<file path="config.mk">
export PLATFORM = sky130hd
export DESIGN_NAME = ebsb_delay
export DESIGN_NICKNAME = d
export VERILOG_FILES = /design/src/design/ebsb_pkg.sv /design/src/design/ebsb_delay.sv
export SDC_FILE = /design/constraint.sdc
export NUM_CORES = 2
export LEC_CHECK = 0
export BUFFER_PORTS_ARGS = -buffer_cell sky130_fd_sc_hd__buf_2
export CORE_MARGIN = 4
export CORE_UTILIZATION = 23
export CTS_CLUSTER_SIZE = 20
export DETAILED_ROUTE_END_ITERATION = 10
export SYNTH_ARGS = -nofsm -noshare
export SYNTH_HDL_FRONTEND = slang
export SYNTH_SLANG_ARGS = --single-unit
</file>
<file path="constraint.sdc">
create_clock -name clk -period 0.8 [get_ports clk]
set_input_delay 0.04 -clock clk [delete_from_list [all_inputs] [get_ports clk]]
set_output_delay 0.04 -clock clk [all_outputs]
set_load 0.01 [all_outputs]
</file>
<file path="src/design/ebsb_pkg.sv">
// Package for the scaled blend block: widths, operation codes and field layout.
// Used by every module of the block; depends on nothing.
package ebsb_pkg;

  localparam int DataWidth = 32;
  localparam int FracBits  = 16;

  // The quotient needs DataWidth+FracBits magnitude bits.
  localparam int QuotWidth = DataWidth + FracBits;
  // The intermediate t fits in QuotWidth+1 signed bits.
  localparam int TWidth = QuotWidth + 1;

  typedef enum logic [1:0] {
    OP_ADD = 2'd0,
    OP_SUB = 2'd1,
    OP_MUL = 2'd2,
    OP_DIV = 2'd3
  } op_mode_t;

  // Register byte addresses.
  localparam logic [3:0] ADDR_OP_MODE = 4'h0;
  localparam logic [3:0] ADDR_ALPHA   = 4'h4;
  localparam logic [3:0] ADDR_BETA    = 4'h8;

  // Sideband carried alongside each word through the pipeline.
  typedef struct packed {
    logic                        div_zero;
    logic                        a_neg;
    logic                        last;
    logic signed [DataWidth-1:0] prior;
  } side_t;

endpackage

</file>
<file path="src/design/ebsb_delay.sv">
// Delay line that keeps words and sideband aligned with the divider stages.
// Depends on ebsb_pkg.
module ebsb_delay (
  input  logic                           clk,
  input  logic                           advance,
  input  logic signed [ebsb_pkg::TWidth-1:0] t_in,
  input  ebsb_pkg::side_t                side_in,
  output logic signed [ebsb_pkg::TWidth-1:0] t_out,
  output ebsb_pkg::side_t                side_out
);
  import ebsb_pkg::*;

  localparam int Depth = QuotWidth;

  logic signed [TWidth-1:0] t_q    [Depth];
  side_t                    side_q [Depth];

  always_ff @(posedge clk) begin
    if (advance) begin
      t_q[0]    <= t_in;
      side_q[0] <= side_in;
      for (int i = 1; i < Depth; i++) begin
        t_q[i]    <= t_q[i-1];
        side_q[i] <= side_q[i-1];
      end
    end
  end

  assign t_out    = t_q[Depth-1];
  assign side_out = side_q[Depth-1];
endmodule

</file>
# Yosys cells after proc, flatten, opt, wreduce, memory -nomap -nowiden
# Memory sizes are Yosys's and may differ from the RTL's.
# Cells that the tools add are included.
[word_totals] ff_bits=0 ram_bits=4032 elab_cells=4 memories=2
[op_classes] n_mux=2
[mem_list] memory="t_q" depth=48 width=49 read_ports=48 rd_ports_with_merged_regs=0 wr=48 line_no="ebsb_delay.sv:15" source="logic signed [TWidth-1:0] t_q [Depth];"
[mem_list] memory="side_q" depth=48 width=35 read_ports=48 rd_ports_with_merged_regs=0 wr=48 line_no="ebsb_delay.sv:16" source="side_t side_q [Depth];"
[op_table] cell="$mux W1" n=2

# Longest topological paths before layout
[logic_depth] ltp_word=2 mapped_depth=1 mapped_depth_nobuf=0

# Least setup slack after synthesis
# No wires, ideal clock.
[synth_timing] kind="reg2reg" from="memory side_q[0][65] (netlist name)" to="memory side_q[0][100] (netlist name), data pin" setup_time_ns=0.266 arrival_time_ns=0.323 required_time_ns=0.534 setup_slack_ns=0.211 stages_incl_launch_ff=1 path_cell_list="edfxtp_1"
[synth_rtl] item="from (decl)" line_no="ebsb_delay.sv:16"

==> Implementation_results.wiki <==
{| class="wikitable"
! Metric !! Value
|-
| Final wirelength || 120,700 um
|-
| Average via count per standard cell || 3.043
|-
| Required time reported for the critical path endpoint || 760 ps
|-
| Setup-violating endpoint count in the final report || 4,116
|-
| DRC violations left || 0
|-
| Htree depth || 5
|-
| Startpoint type of the worst setup path || flip-flop
|-
| Warning count from the yosys run || 0
|-
| Most common cell after layout, fill and taps aside || edfxtp_1
|-
| Sink count of the clock tree || 4,032
|-
| Run status || complete, but fails checks
|-
| Initial antenna violation count || 85
|-
| Post-CTS Repair Setup Buffers || 0
|-
| DPL Wire Length || 68,400 um
|-
| Power density cells || 2910 mW/mm^2
|-
| Horizontal extent of the die || 735.4 um
|-
| Hold violation total from the final report || 0
|-
| Worst Clk Skew || 20.11 ps
|-
| Starting DRC count in detailed routing || 1,687
|-
| Peak VDD IR || 1.928 mV
|-
| Arrival time at the worst endpoint || 1380 ps
|-
| Final Total Pwr || 433,400 uW
|-
| Area of combinational cells with multiple inputs || 0 sq um
|-
| Leftover overflow at the end of global routing || 0
|-
| Clock buffers created by TritonCTS || 401
|-
| Gate count after technology mapping || 4,116
|-
| WHS || 398.6 ps
|-
| Number of iterations in the first detailed-routing pass || 5
|-
| Overall fraction of global-route tracks in use || 0.04464
|-
| Fraction of final layout cells sized beyond drive strength 1 || 0.1905
|-
| Average cell area after synthesis || 29.57 sq um
|-
| Fin nets || 5,142
|-
| Hold Path Stages || 0
|-
| Count of pins over their slew limit || 0
|-
| Unique masters post-synth || 2
|-
| Number of max-capacitance violations reported || 0
|-
| Most used cells in the layout excluding fill and tap cells || 4,032 x edfxtp_1, 407 x clkbuf_16, 200 x buf_4, 169 x dlygate4sd3_1, 96 x clkinv_1
|-
| Pin count of the biggest net entering global routing || 126
|-
| Number of register bits inferred by synthesis || 4,032
|-
| Number of placed I/O pins || 170
|-
| Clock latency of the later-clocked register in the worst-skew pair || 850 ps
|-
| Row count || 266
|-
| Routability congestion estimate from global placement || 0.6261
|-
| Achievable clock frequency || 704.0 MHz
|-
| Seq/Total Area, Yosys || 0.9948
|-
| Placeable core area || 0.5262 sq mm
|-
| Type of element capturing the critical path || output port
|-
| Depth of the worst register-to-register path || 0
|-
| Clk slew on worst S/H paths || 60 ps
|-
| Slew margin rel. || 0.5684
|-
| Cell accounting for the most synthesized area || edfxtp_1
|-
| Crit path max fanout || 1
|-
| Area delta synth->final || 22.39%
|-
| Synthesized netlist net count || 4,202
|-
| Top cell type's share of synthesized area || 0.9948
|-
| Placement Cell Area || 0.1338 sq mm
|-
| Average detailed-routed wire length per instance || 9.732 um
|-
| Filler cell count in the final layout || 50,880
|-
| Unrepaired setup endpoints after global routing || yes
|-
| Worst Setup Slack, final || -620.5 ps
|-
| Routed Antenna Nets || 0
|-
| CP peak stage delay || 390 ps
|-
| Start-to-end type of the worst setup path || reg2out
|-
| Area taken by flip-flops and latches || 0.1211 sq mm
|-
| Worst hold-check path type || reg2reg
|-
| Effective utilization at floorplan || 0.2313
|-
| Port Buf Inserts || 169
|-
| Master of the slowest instance on the critical path || edfxtp_1
|-
| Transition time at the pin with the least slew margin || 645.3 ps
|-
| Overall die height || 735.4 um
|-
| Cell chosen for the clock root || clkbuf_16
|-
| Clock tree from TritonCTS || done
|-
| Vias in the first global route || 39,280
|-
| List of cells traversed by the critical path || buf_6
|-
| Via count || 37,740
|-
| Number of multi-input logic gates || 0
|-
| Post-route minimum period || 1420 ps
|-
| Post-synthesis instance area || 0.1217 sq mm
|-
| Number of buffers on the longest clock path || 4
|-
| Violations in the final reports || negative setup slack
|-
| Delay-heaviest family, CP || flip-flops
|-
| Top post-synthesis cells by area || edfxtp_1 99%, buf_4 0.52%
|-
| Leak Pwr || 0.04904 uW
|-
| Global-route wire length before repair || 200,600 um
|-
| Part of the cycle the worst path needs || 1.776
|-
| Area of all placed cells without fillers || 0.1490 sq mm
|-
| Total Die Area || 0.5409 sq mm
|-
| Number of stages on the worst setup path || 1
|-
| Crit path buffers/inverters || 1
|}
-- registers in the layout (all words and copies together), names as in the netlist --
| name | cells |
|---|---|
| t_q | 2352 |
| side_q | 1680 |
-- final timing paths --
kind                  start              to  slack, ps
min          side_q[2][320]  side_q[2][355]        400
min reg2reg  side_q[2][320]  side_q[2][355]        400
max reg2reg   side_q[0][24]   side_q[0][59]        150
max             t_q[2][750]       t_out[15]       -620
-- synth_stat cells, drive strengths merged --
library cell / count
buf: 84
edfxtp: 4032
-- kinds of logic after synthesis --
group / after synthesis / share of synthesized area
buffers and inverters: 84 / 0.005181
DFF: 4032 / 0.9948
-- area by class of cell --
type	instances	share of cell area
clock buffer	469	0.06994
clock inverter	263	0.01598
sequential	4032	0.8128
tap	6968	0.05853
timing repair buffer	621	0.04190
antenna	49	0.0008232
-- where the power goes --
group | total, uW | internal (uW) | switching [uW]
sequential | 248000 | 246000 | 2470
clock | 178000 | 106000 | 71800
combinational | 7040 | 2550 | 4490
total | 433000 | 355000 | 78700
-- timing repair --
action,in CTS,in global routing
resized for setup,144,32
hold buffers,169,1
endpoints found under the hold margin,2941,1185
endpoints found under the setup margin,84,4116
-- through the flow --
stage / worst slack (ps) / std cells / util / TNS, ps
CTS: -753.7 / 12350 / 0.2827 / -1713370
global route: -755.1 / 12380 / 0.2830 / -1878980
floorplan: 211.2 / 4116 / - / 0
detailed placement: -448.1 / 11450 / 0.2543 / -1408500
global placement: -417.6 / 11450 / 0.2543 / -1346840
finish: -620.5 / 12400 / 0.2831 / -1846360
-- routing by layer --
layer,vias up,GRT usage,share of wire
met1,17750,0.05498,0.43
met5,-,0,0.0043
met2,652,0.06493,0.43
met4,74,0.02350,0.046
met3,466,0.02091,0.090
li1,18800,-,-
Power figures use the tool's default switching activity.
